$ cat src/rtl/i2a_pkg.sv
package i2a_pkg;

    localparam int VALUE_WIDTH_DEF = 32;

    localparam int IN_VALUE_W = 32;
    localparam int RADIX_W    = 5;
    localparam int CHAR_W     = 7;
    localparam int DIGIT_W    = 4;

    // request tdata layout
    localparam int RADIX_LSB  = 32;
    localparam int UPPER_BIT  = 37;
    localparam int S_TDATA_W  = 40;
    localparam int S_TUSER_W  = 1;
    localparam int M_TDATA_W  = 8;

    localparam int QUEUE_DEPTH = 2;
    localparam int DIV_STEP    = 8;

    typedef logic [RADIX_W-1:0] radix_t;
    typedef logic [DIGIT_W-1:0] digit_t;
    typedef logic [CHAR_W-1:0]  char_t;

    typedef enum logic
    {
        REQ_UNSIGNED   = 1'b0,
        REQ_SIGNED_DEC = 1'b1
    } req_type_t;

    localparam radix_t BASE_MIN = 5'd2;
    localparam radix_t BASE_MAX = 5'd16;
    localparam radix_t BASE_DEC = 5'd10;

    localparam char_t CHAR_ZERO    = 7'h30;
    localparam char_t CHAR_LOWER_A = 7'h61;
    localparam char_t CHAR_UPPER_A = 7'h41;
    localparam char_t CHAR_MINUS   = 7'h2d;
    localparam char_t DIGIT_TEN    = 7'd10;
    localparam digit_t DIGIT_NINE  = 4'd9;

    // classified request, magnitude travels beside it
    typedef struct packed
    {
        logic   neg;
        logic   upper;
        radix_t base;
    } cls_t;

    function automatic char_t digit_char(input digit_t d, input logic upper);
        char_t d_ext;
        d_ext = {3'b000, d};
        if (d <= DIGIT_NINE)
        begin
            return CHAR_ZERO + d_ext;
        end
        return (upper ? CHAR_UPPER_A : CHAR_LOWER_A) + d_ext - DIGIT_TEN;
    endfunction

endpackage

$ cat src/rtl/integer_to_ascii_radix.sv
// Integer to ASCII converter. Each request carries a number, a base from 2 to 16
// (0 and 1 act as 2, 17 and above as 16), an upper-case flag and a request type:
// unsigned in the given base, or signed decimal with a leading '-' for negative
// values. The block streams the ASCII characters most significant digit first,
// without leading zeros, and raises tlast on the final one; zero prints as '0'.
// Requests are classified on entry and held in a two-deep queue. The back end
// divides by the base in a shared restoring divider that handles eight bits a
// cycle and works through the whole value once per digit. It then replays the
// digits from a small digit buffer, reading each digit from the buffer before
// it is sent. A minus sign goes out while the first digit is read from the
// buffer.
// The last character can wait in the output register while the next request
// is already being divided.
module integer_to_ascii_radix #(
    parameter int VALUE_WIDTH = i2a_pkg::VALUE_WIDTH_DEF
) (
    input  logic                          clk,
    input  logic                          rst_n,
    input  logic                          s_axis_tvalid,
    output logic                          s_axis_tready,
    // value[31:0], radix[36:32], upper_case[37], zero pad
    input  logic [i2a_pkg::S_TDATA_W-1:0] s_axis_tdata,
    // req_type[0]
    input  logic [i2a_pkg::S_TUSER_W-1:0] s_axis_tuser,
    output logic                          m_axis_tvalid,
    input  logic                          m_axis_tready,
    // char_code[6:0], zero pad
    output logic [i2a_pkg::M_TDATA_W-1:0] m_axis_tdata,
    output logic                          m_axis_tlast
);
    import i2a_pkg::*;

    localparam int CLS_W = $bits(cls_t);
    localparam int DW    = CLS_W + VALUE_WIDTH;

    logic                   q_push;
    logic                   q_full;
    cls_t                   push_cls;
    logic [VALUE_WIDTH-1:0] push_mag;
    logic [DW-1:0]          push_data;
    logic                   q_pop;
    logic                   q_empty;
    logic [DW-1:0]          pop_data;
    cls_t                   pop_cls;
    logic [VALUE_WIDTH-1:0] pop_mag;

    assign push_data = {push_mag, push_cls};
    assign pop_cls   = cls_t'(pop_data[CLS_W-1:0]);
    assign pop_mag   = pop_data[DW-1:CLS_W];

    i2a_front #(
        .VALUE_WIDTH (VALUE_WIDTH)
    ) u_front (
        .s_axis_tvalid (s_axis_tvalid),
        .s_axis_tready (s_axis_tready),
        .s_axis_tdata  (s_axis_tdata),
        .s_axis_tuser  (s_axis_tuser),
        .q_full        (q_full),
        .q_push        (q_push),
        .q_cls         (push_cls),
        .q_mag         (push_mag)
    );

    i2a_fifo #(
        .DW    (DW),
        .DEPTH (QUEUE_DEPTH)
    ) u_fifo (
        .clk       (clk),
        .rst_n     (rst_n),
        .push      (q_push),
        .push_data (push_data),
        .full      (q_full),
        .pop       (q_pop),
        .pop_data  (pop_data),
        .empty     (q_empty)
    );

    i2a_back #(
        .VALUE_WIDTH (VALUE_WIDTH)
    ) u_back (
        .clk           (clk),
        .rst_n         (rst_n),
        .q_empty       (q_empty),
        .q_pop         (q_pop),
        .q_cls         (pop_cls),
        .q_mag         (pop_mag),
        .m_axis_tvalid (m_axis_tvalid),
        .m_axis_tready (m_axis_tready),
        .m_axis_tdata  (m_axis_tdata),
        .m_axis_tlast  (m_axis_tlast)
    );

endmodule

$ cat src/rtl/i2a_front.sv
module i2a_front #(
    parameter int VALUE_WIDTH = i2a_pkg::VALUE_WIDTH_DEF
) (
    input  logic                          s_axis_tvalid,
    output logic                          s_axis_tready,
    // value[31:0], radix[36:32], upper_case[37], zero pad
    input  logic [i2a_pkg::S_TDATA_W-1:0] s_axis_tdata,
    // req_type[0]
    input  logic [i2a_pkg::S_TUSER_W-1:0] s_axis_tuser,
    input  logic                          q_full,
    output logic                          q_push,
    output i2a_pkg::cls_t                 q_cls,
    output logic [VALUE_WIDTH-1:0]        q_mag
);
    import i2a_pkg::*;

    logic [VALUE_WIDTH+IN_VALUE_W-1:0] value_wide;
    logic [VALUE_WIDTH-1:0]            value_ext;
    radix_t                            radix_in;
    logic                              signed_req;

    assign value_wide    = {{VALUE_WIDTH{1'b0}}, s_axis_tdata[IN_VALUE_W-1:0]};
    assign value_ext     = value_wide[VALUE_WIDTH-1:0];
    assign radix_in      = s_axis_tdata[RADIX_LSB +: RADIX_W];
    assign signed_req    = (req_type_t'(s_axis_tuser[0]) == REQ_SIGNED_DEC);

    assign s_axis_tready = !q_full;
    assign q_push        = s_axis_tvalid && !q_full;

    always_comb
    begin
        q_cls.upper = s_axis_tdata[UPPER_BIT];
        q_cls.neg   = 1'b0;
        q_mag       = value_ext;
        priority if (signed_req)
        begin
            q_cls.base  = BASE_DEC;
            q_cls.upper = 1'b0;
            q_cls.neg   = value_ext[VALUE_WIDTH-1];
            if (value_ext[VALUE_WIDTH-1])
            begin
                q_mag = {VALUE_WIDTH{1'b0}} - value_ext;
            end
        end
        else if (radix_in < BASE_MIN)
        begin
            q_cls.base = BASE_MIN;
        end
        else if (radix_in > BASE_MAX)
        begin
            q_cls.base = BASE_MAX;
        end
        else
        begin
            q_cls.base = radix_in;
        end
    end

endmodule

$ cat src/rtl/i2a_fifo.sv
module i2a_fifo #(
    parameter int DW    = 8,
    parameter int DEPTH = i2a_pkg::QUEUE_DEPTH
) (
    input  logic          clk,
    input  logic          rst_n,
    input  logic          push,
    input  logic [DW-1:0] push_data,
    output logic          full,
    input  logic          pop,
    output logic [DW-1:0] pop_data,
    output logic          empty
);
    import i2a_pkg::*;

    localparam int PTR_W = (DEPTH > 1) ? $clog2(DEPTH) : 1;
    localparam int CNT_W = $clog2(DEPTH + 1);

    logic [DW-1:0]    ent_reg [DEPTH];
    logic [PTR_W-1:0] wr_ptr_reg;
    logic [PTR_W-1:0] rd_ptr_reg;
    logic [CNT_W-1:0] count_reg;

    assign full     = (count_reg == CNT_W'(DEPTH));
    assign empty    = (count_reg == '0);
    assign pop_data = ent_reg[rd_ptr_reg];

    always_ff @(posedge clk)
    begin
        if (push)
        begin
            ent_reg[wr_ptr_reg] <= push_data;
        end
    end

    always_ff @(posedge clk or negedge rst_n)
    begin
        if (!rst_n)
        begin
            wr_ptr_reg <= '0;
            rd_ptr_reg <= '0;
            count_reg  <= '0;
        end
        else
        begin
            if (push)
            begin
                wr_ptr_reg <= (wr_ptr_reg == PTR_W'(DEPTH - 1)) ? '0 : wr_ptr_reg + 1'b1;
            end
            if (pop)
            begin
                rd_ptr_reg <= (rd_ptr_reg == PTR_W'(DEPTH - 1)) ? '0 : rd_ptr_reg + 1'b1;
            end
            if (push && !pop)
            begin
                count_reg <= count_reg + 1'b1;
            end
            else if (pop && !push)
            begin
                count_reg <= count_reg - 1'b1;
            end
        end
    end

endmodule

$ cat src/rtl/i2a_back.sv
module i2a_back #(
    parameter int VALUE_WIDTH = i2a_pkg::VALUE_WIDTH_DEF
) (
    input  logic                          clk,
    input  logic                          rst_n,
    input  logic                          q_empty,
    output logic                          q_pop,
    input  i2a_pkg::cls_t                 q_cls,
    input  logic [VALUE_WIDTH-1:0]        q_mag,
    output logic                          m_axis_tvalid,
    input  logic                          m_axis_tready,
    // char_code[6:0], zero pad
    output logic [i2a_pkg::M_TDATA_W-1:0] m_axis_tdata,
    output logic                          m_axis_tlast
);
    import i2a_pkg::*;

    localparam int PASSES = (VALUE_WIDTH + DIV_STEP - 1) / DIV_STEP;
    localparam int PW     = PASSES * DIV_STEP;
    localparam int PASS_W = (PASSES > 1) ? $clog2(PASSES) : 1;
    localparam int ADDR_W = $clog2(VALUE_WIDTH);

    typedef enum logic [1:0]
    {
        ST_IDLE,
        ST_DIV,
        ST_SIGN,
        ST_EMIT
    } state_t;

    // eight restoring steps of division by the base
    function automatic logic [DIGIT_W+DIV_STEP-1:0] div_step(
        input logic [DIV_STEP-1:0] chunk,
        input digit_t              r_in,
        input radix_t              b
    );
        logic [DIGIT_W:0]    t;
        digit_t              r;
        logic [DIV_STEP-1:0] q;
        r = r_in;
        q = '0;
        for (int i = DIV_STEP - 1; i >= 0; i--)
        begin
            t = {r, chunk[i]};
            if (t >= b)
            begin
                t    = t - b;
                q[i] = 1'b1;
            end
            r = t[DIGIT_W-1:0];
        end
        return {r, q};
    endfunction

    state_t              state_reg,   state_next;
    logic [PW-1:0]       sh_reg,      sh_next;
    digit_t              rem_reg,     rem_next;
    logic [PASS_W-1:0]   pass_reg,    pass_next;
    logic [ADDR_W-1:0]   wr_idx_reg,  wr_idx_next;
    logic [ADDR_W-1:0]   idx_reg,     idx_next;
    logic                fresh_reg,   fresh_next;
    radix_t              base_reg,    base_next;
    logic                neg_reg,     neg_next;
    logic                upper_reg,   upper_next;
    char_t               out_data_reg, out_data_next;
    logic                out_last_reg, out_last_next;
    logic                out_valid_reg, out_valid_next;

    digit_t              digit_mem [VALUE_WIDTH];
    digit_t              rd_data_reg;

    logic [DIGIT_W+DIV_STEP-1:0] step;
    digit_t                      step_rem;
    logic [PW-1:0]               sh_step;
    logic                        dig_we;
    logic                        out_free;

    assign step     = div_step(sh_reg[PW-1 -: DIV_STEP], rem_reg, base_reg);
    assign step_rem = step[DIGIT_W+DIV_STEP-1:DIV_STEP];
    assign sh_step  = (sh_reg << DIV_STEP) | PW'(step[DIV_STEP-1:0]);
    assign out_free = !out_valid_reg || m_axis_tready;

    assign m_axis_tvalid = out_valid_reg;
    assign m_axis_tdata  = M_TDATA_W'(out_data_reg);
    assign m_axis_tlast  = out_last_reg;

    always_comb
    begin
        state_next     = state_reg;
        sh_next        = sh_reg;
        rem_next       = rem_reg;
        pass_next      = pass_reg;
        wr_idx_next    = wr_idx_reg;
        idx_next       = idx_reg;
        fresh_next     = 1'b1;
        base_next      = base_reg;
        neg_next       = neg_reg;
        upper_next     = upper_reg;
        out_data_next  = out_data_reg;
        out_last_next  = out_last_reg;
        out_valid_next = out_valid_reg && !m_axis_tready;
        q_pop          = 1'b0;
        dig_we         = 1'b0;
        unique case (state_reg)
            ST_IDLE:
            begin
                if (!q_empty)
                begin
                    q_pop       = 1'b1;
                    sh_next     = PW'(q_mag);
                    rem_next    = '0;
                    pass_next   = '0;
                    wr_idx_next = '0;
                    base_next   = q_cls.base;
                    neg_next    = q_cls.neg;
                    upper_next  = q_cls.upper;
                    state_next  = ST_DIV;
                end
            end
            ST_DIV:
            begin
                sh_next = sh_step;
                if (pass_reg == PASS_W'(PASSES - 1))
                begin
                    dig_we      = 1'b1;
                    wr_idx_next = wr_idx_reg + 1'b1;
                    rem_next    = '0;
                    pass_next   = '0;
                    if (sh_step == '0)
                    begin
                        idx_next   = wr_idx_reg;
                        fresh_next = 1'b0;
                        state_next = neg_reg ? ST_SIGN : ST_EMIT;
                    end
                end
                else
                begin
                    rem_next  = step_rem;
                    pass_next = pass_reg + 1'b1;
                end
            end
            ST_SIGN:
            begin
                if (out_free)
                begin
                    out_valid_next = 1'b1;
                    out_data_next  = CHAR_MINUS;
                    out_last_next  = 1'b0;
                    state_next     = ST_EMIT;
                end
            end
            ST_EMIT:
            begin
                if (fresh_reg && out_free)
                begin
                    out_valid_next = 1'b1;
                    out_data_next  = digit_char(rd_data_reg, upper_reg);
                    out_last_next  = (idx_reg == '0);
                    if (idx_reg == '0)
                    begin
                        state_next = ST_IDLE;
                    end
                    else
                    begin
                        idx_next   = idx_reg - 1'b1;
                        fresh_next = 1'b0;
                    end
                end
            end
        endcase
    end

    // digit buffer, written low digit first, read back high digit first
    always_ff @(posedge clk)
    begin
        if (dig_we)
        begin
            digit_mem[wr_idx_reg] <= step_rem;
        end
        rd_data_reg <= digit_mem[idx_reg];
    end

    always_ff @(posedge clk or negedge rst_n)
    begin
        if (!rst_n)
        begin
            state_reg     <= ST_IDLE;
            sh_reg        <= '0;
            rem_reg       <= '0;
            pass_reg      <= '0;
            wr_idx_reg    <= '0;
            idx_reg       <= '0;
            fresh_reg     <= 1'b0;
            base_reg      <= BASE_DEC;
            neg_reg       <= 1'b0;
            upper_reg     <= 1'b0;
            out_data_reg  <= '0;
            out_last_reg  <= 1'b0;
            out_valid_reg <= 1'b0;
        end
        else
        begin
            state_reg     <= state_next;
            sh_reg        <= sh_next;
            rem_reg       <= rem_next;
            pass_reg      <= pass_next;
            wr_idx_reg    <= wr_idx_next;
            idx_reg       <= idx_next;
            fresh_reg     <= fresh_next;
            base_reg      <= base_next;
            neg_reg       <= neg_next;
            upper_reg     <= upper_next;
            out_data_reg  <= out_data_next;
            out_last_reg  <= out_last_next;
            out_valid_reg <= out_valid_next;
        end
    end

endmodule

$ cat config.mk
export PLATFORM = sky130hd
export DESIGN_NAME = integer_to_ascii_radix
export DESIGN_NICKNAME = d
export VERILOG_FILES = /design/src/rtl/i2a_pkg.sv /design/src/rtl/integer_to_ascii_radix.sv /design/src/rtl/i2a_front.sv /design/src/rtl/i2a_fifo.sv /design/src/rtl/i2a_back.sv
export SDC_FILE = /design/constraint.sdc
export NUM_CORES = 1
export LEC_CHECK = 0
export BUFFER_PORTS_ARGS = -buffer_cell sky130_fd_sc_hd__buf_2
export CAP_MARGIN = 15
export CORE_MARGIN = 1
export CORE_UTILIZATION = 65
export CTS_BUF_LIST = sky130_fd_sc_hd__clkbuf_4 sky130_fd_sc_hd__clkbuf_8 sky130_fd_sc_hd__clkbuf_16
export DETAILED_ROUTE_END_ITERATION = 16
export GPL_TIMING_DRIVEN = 0
export PLACE_DENSITY = 0.83
export SETUP_SLACK_MARGIN = 0.3
export SYNTH_ARGS = -nofsm -noshare
export SYNTH_HDL_FRONTEND = slang
export SYNTH_HIERARCHICAL = 1
export SYNTH_SLANG_ARGS = --single-unit
$ cat constraint.sdc
create_clock -name clk -period 19.76 [get_ports clk]
set_input_delay 0 -clock clk [delete_from_list [all_inputs] [get_ports clk]]
set_output_delay 0 -clock clk [all_outputs]
set_load 0.01 [all_outputs]
==> results of run 1 <==
-- layer usage --
layer  GRT usage  vias up  part of all wire
met2      0.5277      390              0.52
li1            -     4148                 -
met4      0.1418        0             0.047
met3     0.03344       90             0.056
met5           0        -                 0
met1      0.3643     4494              0.38
-- worst min-delay path: stages --
cell,delay (ps)
dlygate4sd3_1,520
buf_4,140
buf_16,250
-- cell type report --
class,instances,area (µm²),share of cell area
flip-flops and latches,281,8045,0.5014
repair buffers,105,822.0,0.05123
plain buffers,42,205.2,0.01279
clock inverters,21,229.0,0.01427
clock buffers,31,723.2,0.04507
inverters,48,180.2,0.01123
well taps,275,344.1,0.02144
multi-input cells,662,5498,0.3426
-- logic make-up (layout without fill, tap and decap cells) --
kind of cell | Yosys count | count (layout) | share of synthesized area
buffers and inverters | 90 | 247 | 0.02769
DFF | 281 | 281 | 0.5781
AOI/OAI and AO/OA | 178 | 178 | 0.07966
xor gates and xnor gates | 53 | 53 | 0.03336
adders and majority gates | 64 | 64 | 0.06186
muxes | 138 | 138 | 0.1422
and+or+nand+nor | 228 | 228 | 0.07687
other | 1 | 1 | 0.0002695
-- cells in the final DEF, fill, tap and decap left out, types with 5 or more instances in the layout --
cell type        n
o41ai_1          5
buf_2           56
o21ai_1          5
clkbuf_1        29
a31oi_1         13
nor2b_1          6
mux2_4           5
clkinv_2         6
nor3_1           8
xor2_1          20
nand3b_1         5
buf_6            5
edfxtp_1       206
ha_1            56
a21o_1          17
nor2_1          68
nand2b_1        11
nand2_1         79
a21oi_1         36
fa_1             8
mux2i_1         36
clkbuf_16       28
nor4_1           8
dfrtp_1         69
mux2_2          57
mux4_2          40
dlygate4sd3_1   50
o21ai_0         61
o31ai_1          6
xnor2_1         33
inv_1           48
nand3_1         15
-- report_power, final --
| group | switching (µW) | internal, µW | leakage [µW] |
|---|---|---|---|
| clock network | 223 | 318 | 0.000463 |
| logic | 56.2 | 37.6 | 0.00279 |
| registers | 11.7 | 680 | 0.00222 |
| total | 291 | 1040 | 0.00547 |
-- worst paths after layout --
check / startpoint / endpoint / slack (ps) / cells past startpoint
worst min-delay path: rst_n / u_back/base_reg[2] / 6 / 3
worst max register to register: u_back/base_reg[1] / u_back/digit_mem[31][0] / 7750 / 41
worst min register to register: u_back/out_data_reg[4] / u_back/out_data_reg[4] / 490 / 2
worst max-delay path: u_back/base_reg[1] / u_back/digit_mem[31][0] / 7750 / 41
min in group clk: m_axis_tready / u_back/m_axis_tvalid / 320 / 4
max in group asynchronous: rst_n / u_back/out_data_reg[3] / 18610 / 3
-- stage by stage --
| step | instance area (µm²) | instances | utilization | setup slack, ps | power [µW] |
|---|---|---|---|---|---|
| 2_1_floorplan | 13920 | 1033 | - | 9193 | 749.6 |
| 3_3_place_gp | 14520 | 1360 | 0.6907 | 6973 | 779.5 |
| 4_1_cts | 16050 | 1465 | 0.7633 | 7796 | 1329 |
| 3_5_place_dp | 14590 | 1363 | 0.6942 | 7823 | 786.2 |
| 6_report | 16050 | 1465 | 0.7633 | 7749 | 1326 |
| 5_1_grt | 16050 | 1465 | 0.7633 | 6932 | 1362 |
==> reports/qor.yml, run 1 <==
outcome: "finished clean"
timing.critical_path.slowest_stage_cell: "a21oi_2"
path_delay_family: "compound AO/OA/AOI/OAI gates"
setup_tns_ps: 0
grtUsageTotal: 0.2972
finalWeightedCongestion: 0.8445
first_global_vias: 9451
yosysTopAreaCellShare: 0.4445
slowest_delay_ps: 710
worst_ir_drop_vdd_uv: 73.72
cts_buffer_depth: 3
initial_antenna_violation_count: 0
crit_path_class: "flop to flop"
yosys_most_used_dff: "edfxtp_1"
finalSetupViolations: 0
synth_edf_count: 206
max_freq_mhz: 83.26
syn-mean-instance-area_um2: 13.47
die_area_um2: 22000
grt_remaining_overflow: 0
rows: 53
synth.area.top_cells: "edfxtp_1 44%, dfrtp_1 12%, mux4_2 6.5%, ha_1 5.0%, mux2_2 4.6%"
h_tree_depth_reported_by_cts: 1
die_w_um: 148.3
nets: 1277
portBuffers: 52
effective_utilization_at_floorplan: 0.6620
slew_viol_final: 0
clk-insertion-delay-late_ps: 550
clockRootBuffer: "clkbuf_16"
most_numerous_cell_on_the_critical_path: "ha_1"
p_leak_uw: 0.005471
worst_pin_slew_ps: 946.0
cellPowerDensity_nw_per_um2: 82.66
critical_path.max_fanout: 18
wl_per_cell_um: 21.39
critical_path_arrival_ps: 12390
netlist-cell-type-count: 62
period_share: 0.6078
largest_reg_flops: 128
slew_headroom: 0.3693
antennaDiodeCount: 0
cell_type_contributing_the_most_total_cell_area_after_synthesis: "edfxtp_1"
timing.critical_path.buf_inv: 2
fillCellCount: 1221
timing.final.hold_violations: 0
async_reset_ff_frac: 0.2527
cp-start-kind: "flop"
yosysSeqAreaShare: 0.5781
core_area_um2: 21020
drt-vias-per-instance: 6.227
grt_setup_unrepaired: "false"
yosysWarningCount: 6
cp-end-kind: "flop"
tritoncts.num_buffers: 28
ys_top_cells_by_count: "206 x edfxtp_1, 79 x nand2_1, 69 x dfrtp_1"
fp.dieH_um: 148.3
flow.area_growth_from_synthesis_pct: 15.31
syn_inst: 1033
post_cts.repair.setup_buffers: 0
cell_with_the_most_instances_after_synthesis: "edfxtp_1"
io_pins: 56
hold_path_class: "input port to async pin"
synth_nets: 1142
yosys_register_bits: 281
drt_pass1_iterations: 5
grt_start_max_net_pins: 56
wire_length_of_the_first_global_routing_pass_mm: 49.67
clock_sinks: 281
critPathRequiredTime_ps: 20140
detailedPlacementHpwl_mm: 20.77
drtIter0Drc: 815
post_cts_resize_count: 0
drt-total-wl_mm: 31.34
drive_above_1_share: 0.1975
post-route-min-period_ps: 12010
skew_ps: 24.91
syn-cell-area_um2: 13920
drc: 0
route.antenna.remaining_nets: 0
timing.max_cap.violations: 0
cts-hold-fix-buffers: 50
clock_slew_seen_by_the_registers_of_the_worst_setup_and_hold_paths_ps: 60
cts_tree: "done"
fin_worst_hold_slack_ps: 5.536
via_count: 9122
No activity file was read; power rests on OpenSTA's default activity.
==> run 2: changes to the inputs <==
Settings changed: CORE_UTILIZATION 65 to 56, PLACE_DENSITY 0.83 to 0.76.
Clock period 19.76 ns to 10.78 ns, I/O delays scaled along.
==> run 2 against run 1 <==
  * Setup slack got worse by 7300 ps
  * Die area grew 16%
  * Maximum frequency is 16% higher
  * Flip-flop and latch count stayed put
  * Clock power increased by 79%
  * Cell area grew 3.2%
  * First-iteration DRC count down 16%
  * Via count hardly changed
  * Non-clock buffer count rose by 25
  * Final cell count increased by 4.9%
  * Sequential power is 84% higher
  * Core utilization fell by 8.2 points
==> reports/qor.yml, run 2 (synthesis gave the netlist of run 1 again) <==
finalSetupViolations: 0  # unchanged
drt_pass1_iterations: 5  # unchanged
clockRootBuffer: "clkbuf_16"
grt_remaining_overflow: 0  # unchanged
worst_pin_slew_ps: 779.2  # -166.8 ps
rows: 57  # +7.5%
timing.max_cap.violations: 0  # unchanged
die_w_um: 159.6  # +7.6%
clock_slew_seen_by_the_registers_of_the_worst_setup_and_hold_paths_ps: 60  # about the same
period_share: 0.9580  # +0.3502
drt-total-wl_mm: 32.20  # +2.8%
crit_path_class: "flop to flop"
critPathRequiredTime_ps: 11210  # -8930 ps
finalWeightedCongestion: 0.8508  # +0.75%
grt_setup_unrepaired: "false"
grt_busiest_layer: "met2"
dp_slack_ps: -1215  # -9037 ps
wl_per_cell_um: 20.95  # -2.1%
skew_ps: 22.99  # -1.913 ps
cellPowerDensity_nw_per_um2: 145.5  # +76%
layout_commonest_cell: "edfxtp_1"
grt_start_max_net_pins: 69  # +23%
drtIter0Drc: 681  # -16%
antennaDiodeCount: 0  # unchanged
cts_tree: "done"
post-route-min-period_ps: 10330  # -1683 ps
slew_viol_final: 0  # unchanged
setup_tns_ps: 0  # unchanged
p_leak_uw: 0.005613  # +2.6%
design_power_total_uw: 2410  # +82%
worst_slack_ps: 452.6  # -7297 ps
layout_common_cells: "206 x edfxtp_1, 79 x nand2_1, 68 x nor2_1, 68 x dfrtp_1, 61 x o21ai_0"
wire_length_of_the_first_global_routing_pass_mm: 49.90  # +0.47%
die_area_um2: 25480  # +16%
cts_buffer_depth: 3  # unchanged
fillCellCount: 1654  # +35%
fp.dieH_um: 159.6  # +7.6%
via_count: 9119  # -0.033%
grt_use_met2: 0.4599  # -0.06779
largest_reg_flops: 128  # unchanged
io_pins: 56  # unchanged
grtUsageTotal: 0.2537  # -0.04358
drc: 0  # unchanged
core_area_um2: 24320  # +16%
most_numerous_cell_on_the_critical_path: "a21o_1"
drive_above_1_share: 0.2457  # +0.04819
critical_path.max_fanout: 12  # -6
timing.critical_path.slowest_stage_cell: "dfstp_2"
met3_demand_to_capacity_share_in_global_routing: 0.02727  # -0.006163
timing.final.hold_violations: 0  # unchanged
max_freq_mhz: 96.83  # +16%
worst_ir_drop_vdd_uv: 91.84  # +25%
slowest_delay_ps: 580  # -130 ps
flow.area_growth_from_synthesis_pct: 19.00
critical_path_arrival_ps: 10760  # -1630 ps
number_of_standard_cells_in_the_layout_taps_in_and_fillers_out: 1537  # +4.9%
groute.layer.met1.usage: 0.3096  # -0.05471
slew_headroom: 0.4805  # +0.1112
cp-start-kind: "flop"
hold_path_class: "input port to async pin"
effective_utilization_at_floorplan: 0.5722  # -0.08978
clock_sinks: 281  # unchanged
portBuffers: 52  # unchanged
rrSetupSlack_ps: 450  # -7300 ps
nets: 1302  # +2.0%
h_tree_depth_reported_by_cts: 1  # unchanged
outcome: "finished clean"
clk-insertion-delay-late_ps: 550  # about the same
initial_antenna_violation_count: 0  # unchanged
route.antenna.remaining_nets: 0  # unchanged
detailedPlacementHpwl_mm: 21.05  # +1.3%
dp_cells: 1413  # +3.7%
drt-vias-per-instance: 5.933  # -4.7%
worst_r2r_endpoint: "u_back/state_reg[1]"
reg2regPathDepth: 41  # unchanged
crit-reg2reg-launch: "u_back/base_reg[1]"
tritoncts.num_buffers: 28  # unchanged
first_global_vias: 9441  # -0.11%
cp-end-kind: "flop"
[run 2: cell count changes in the layout (fill, tap and decap cells not counted), sizes merged]
cell         delta
bufinv          -2
buf            +29
inv             -3
clkbuf          +3
dlygate4sd3     -4
[run 2: layer usage]
metal | vias to the layer above | routed length (µm)
met5 | - | 0
met4 | 0 | 1222
met3 | 74 | 1479
met2 | 307 | 16980
met1 | 4549 | 12520
li1 | 4189 | -
[run 2: area by class of cell]
class	count	area, µm²	share of cell area
clock inverter	16	138.9	0.008387
timing repair buffer	130	1016	0.06135
clock buffer	34	782.0	0.04722
inverter	48	195.2	0.01179
buffer	42	205.2	0.01239
multi-input combinational	662	5771	0.3485
sequential	281	8046	0.4859
tap	324	405.4	0.02448
[run 2: worst max path at each step]
stage	start	endpoint	slack, ps	cells past startpoint
3_3_place_gp	u_back/base_reg[1]	u_back/digit_mem[0][0]	-1280	40
6_report	u_back/base_reg[1]	u_back/state_reg[1]	450	41
5_1_grt	u_back/base_reg[1]	u_back/state_reg[1]	170	41
4_1_cts	u_back/base_reg[1]	u_back/state_reg[1]	350	42
3_5_place_dp	u_back/base_reg[1]	u_back/idx_reg[4]	-1210	42
2_1_floorplan	u_back/base_reg[1]	u_back/state_reg[1]	590	42
[run 2: timing repair]
item | 4_1_cts | 5_1_grt
resized for setup | 19 | 31
gates cloned | 0 | 0
pin swaps | 7 | 10
hold buffers | 46 | 0
setup buffers | 13 | 15
endpoints found under the setup margin | 141 | 140
endpoints found under the hold margin | 153 | 0
[run 2: metrics by stage]
step	utilization	hold slack (ps)	instance area, µm²
after detailed placement	0.6036	-184.4	14680
final	0.6809	14.72	16560
after global routing	0.6809	52.21	16560
after global placement	0.5997	302.3	14590
after CTS	0.6679	25.69	16240
after floorplan	-	-295.6	13920
[run 2: where the power goes]
group | internal, µW | switching (µW)
logic | 72.5 | 102
clock network | 564 | 405
registers | 1250 | 21.2
total | 1880 | 528
[run 2: worst max-delay path, delay by kind of cell, from the launching register on]
family                   cells  cell delay, ps
multiplexers                 8            2380
AO/OA/AOI/OAI               19            3550
flip-flops                   1             580
XOR/XNOR                     1             100
AND/OR/NAND/NOR              2             340
buffers and inverters        3             480
adder cells (fa/ha/maj)      8            2740
==> run 3: changes to the inputs <==
Settings changed: CORE_ASPECT_RATIO from default to 0.9.
==> run 3 against run 2 <==
  * Combinational power rose by 4%
  * Maximum frequency increased by 0.91%
  * Sequential power about the same
  * Flip-flop and latch count did not move
  * Die area hardly changed
  * Core utilization up 0.73 points
  * Sequential share of layout area down 0.52 points
  * Critical endpoint unchanged
  * Largest cell class unchanged
==> reports/qor.yml, run 3 (synthesis gave the netlist of run 1 again) <==
period_share: 0.9494  # -0.008593
nets: 1306  # +0.31%
clock_sinks: 281  # unchanged
final_area_um2: 16740  # +1.1%
fin_util: 0.6882  # +0.007251
outcome: "finished clean"
design_power_total_uw: 2476  # +2.7%
clockRootBuffer: "clkbuf_16"
io_pins: 56  # unchanged
rows: 54  # -5.3%
grt_remaining_overflow: 0  # unchanged
tritoncts.num_buffers: 29  # +3.6%
drt-vias-per-instance: 6.050  # +2.0%
h_tree_depth_reported_by_cts: 1  # unchanged
internal_power_uw: 1941  # +3.1%
critical_path.max_fanout: 10  # -2
die_area_um2: 25490  # about the same
drtIter0Drc: 906  # +33%
fillCellCount: 1604  # -3.0%
path_delay_family: "compound AO/OA/AOI/OAI gates"
crit_path_class: "flop to flop"
skew_ps: 16.51  # -6.480 ps
power_switching_share: 0.2160  # -0.003116
clk-insertion-delay-late_ps: 550  # about the same
antennaDiodeCount: 0  # unchanged
cp-end-kind: "flop"
route.antenna.remaining_nets: 0  # unchanged
drt-total-wl_mm: 32.00  # -0.64%
timing.max_cap.violations: 0  # unchanged
power_frac_seq: 0.512  # -0.014
cellPowerDensity_nw_per_um2: 147.9  # +1.6%
first_global_vias: 9147  # -3.1%
timing.final.hold_violations: 0  # unchanged
die_w_um: 168.2  # +5.3%
drt_pass1_iterations: 5  # unchanged
core_area_um2: 24320  # about the same
total_switching_power_uw: 534.6  # +1.3%
worst_ir_drop_vdd_uv: 154.8  # +68%
cts_buffer_depth: 3  # unchanged
max_freq_mhz: 97.71  # +0.91%
grt_start_max_net_pins: 63  # -8.7%
finalWeightedCongestion: 0.8523  # +0.18%
effective_utilization_at_floorplan: 0.5721  # about the same
critical_path_arrival_ps: 10670  # -90 ps
layout_commonest_cell: "edfxtp_1"
initial_antenna_violation_count: 0  # unchanged
grtUsageTotal: 0.2533  # -0.0003081
largest_reg_flops: 128  # unchanged
grt_setup_unrepaired: "false"
finalSetupViolations: 0  # unchanged
clockPowerShare: 0.415  # +0.013
slew_viol_final: 0  # unchanged
timing.critical_path.buf_inv: 6  # +3
clock_slew_seen_by_the_registers_of_the_worst_setup_and_hold_paths_ps: 60  # about the same
timing.critical_path.slowest_stage_cell: "dfstp_2"
cts_tree: "done"
cp-start-kind: "flop"
critPathRequiredTime_ps: 11220  # about the same
portBuffers: 52  # unchanged
hold_path_class: "input port to async pin"
fp.dieH_um: 151.6  # -5.1%
via_count: 9245  # +1.4%
wire_length_of_the_first_global_routing_pass_mm: 49.41  # -0.98%
p_leak_uw: 0.005675  # +1.1%
drc: 0  # unchanged
drive_above_1_share: 0.2467  # +0.001049
p_comb_frac: 0.073  # about the same
worst_pin_slew_ps: 745.1  # -34.13 ps
detailedPlacementHpwl_mm: 20.50  # -2.6%
slew_headroom: 0.5033  # +0.02275
layout_common_cells: "206 x edfxtp_1, 78 x nand2_1, 68 x nor2_1, 68 x dfrtp_1, 61 x o21ai_0"
place_area_um2: 14660  # -0.14%
wl_per_cell_um: 20.94  # about the same
flow.area_growth_from_synthesis_pct: 20.28
slowest_delay_ps: 570  # about the same
setup_tns_ps: 0  # unchanged
post-route-min-period_ps: 10230  # -92.64 ps
run 3: final cells by class:
| cell class | count | area (µm²) | share of cell area |
|---|---|---|---|
| repair buffers | 133 | 1066 | 0.06369 |
| multi-input cells | 662 | 5843 | 0.3491 |
| plain buffers | 42 | 205.2 | 0.01226 |
| clock inverters | 17 | 198.9 | 0.01189 |
| flip-flops and latches | 281 | 8046 | 0.4807 |
| inverters | 48 | 195.2 | 0.01166 |
| clock buffers | 37 | 798.3 | 0.04769 |
| well taps | 308 | 385.4 | 0.02302 |
run 3: path summary, 6_finish.rpt:
path / slack, ps / end / from / depth (start not counted)
min in group clk: 320 / u_fifo/ent_reg[1][7] / s_axis_tdata[0] / 3
setup reg to reg: 550 / u_back/state_reg[1] / u_back/base_reg[1] / 45
max in group asynchronous: 9960 / u_back/sh_reg[17] / rst_n / 3
hold reg to reg: 480 / u_back/sh_reg[26] / u_back/sh_reg[26] / 2
hold / removal: 7 / u_back/sh_reg[12] / rst_n / 3
setup / recovery: 550 / u_back/state_reg[1] / u_back/base_reg[1] / 45
run 3: worst reg2reg max path, delay by kind of cell, from the launching register on:
family | cells | cell delay (ps)
flops | 1 | 570
buf+inv | 6 | 770
fa+ha+maj | 8 | 1950
simple gates | 3 | 380
compound gates | 20 | 3640
mux | 8 | 2780
run 3: routing by layer:
| layer | vias up | global-route usage | part of all wire |
|---|---|---|---|
| li1 | 4197 | - | - |
| met1 | 4617 | 0.3627 | 0.44 |
| met2 | 383 | 0.4069 | 0.47 |
| met3 | 48 | 0.04390 | 0.075 |
| met4 | 0 | 0.06364 | 0.017 |
| met5 | - | 0 | 0 |
run 3: power by group through the flow:
| stage | logic [µW] | registers (µW) | clock network [µW] |
|---|---|---|---|
| 2_1_floorplan | 90.2 | 1280 | 0 |
| 3_3_place_gp | 144 | 1290 | 0 |
| 3_5_place_dp | 162 | 1290 | 0 |
| 4_1_cts | 179 | 1270 | 1040 |
| 5_1_grt | 194 | 1270 | 1090 |
| 6_report | 181 | 1270 | 1030 |
run 3: stage by stage:
stage / setup WS (ps) / hold WS, ps / instances
floorplan: 586.2 / -295.6 / 1033
global route: 128.6 / 31.44 / 1528
finish: 545.2 / 6.523 / 1528
global placement: -1335 / 300.0 / 1393
CTS: 311.2 / 7.972 / 1513
detailed placement: -1161 / -149.0 / 1397
run 3: timing repair:
action,CTS,global route
resized for setup,21,39
endpoints found under the setup margin,141,140
endpoints found under the hold margin,153,0
pin swaps,5,12
setup buffers,10,15
hold buffers,52,0
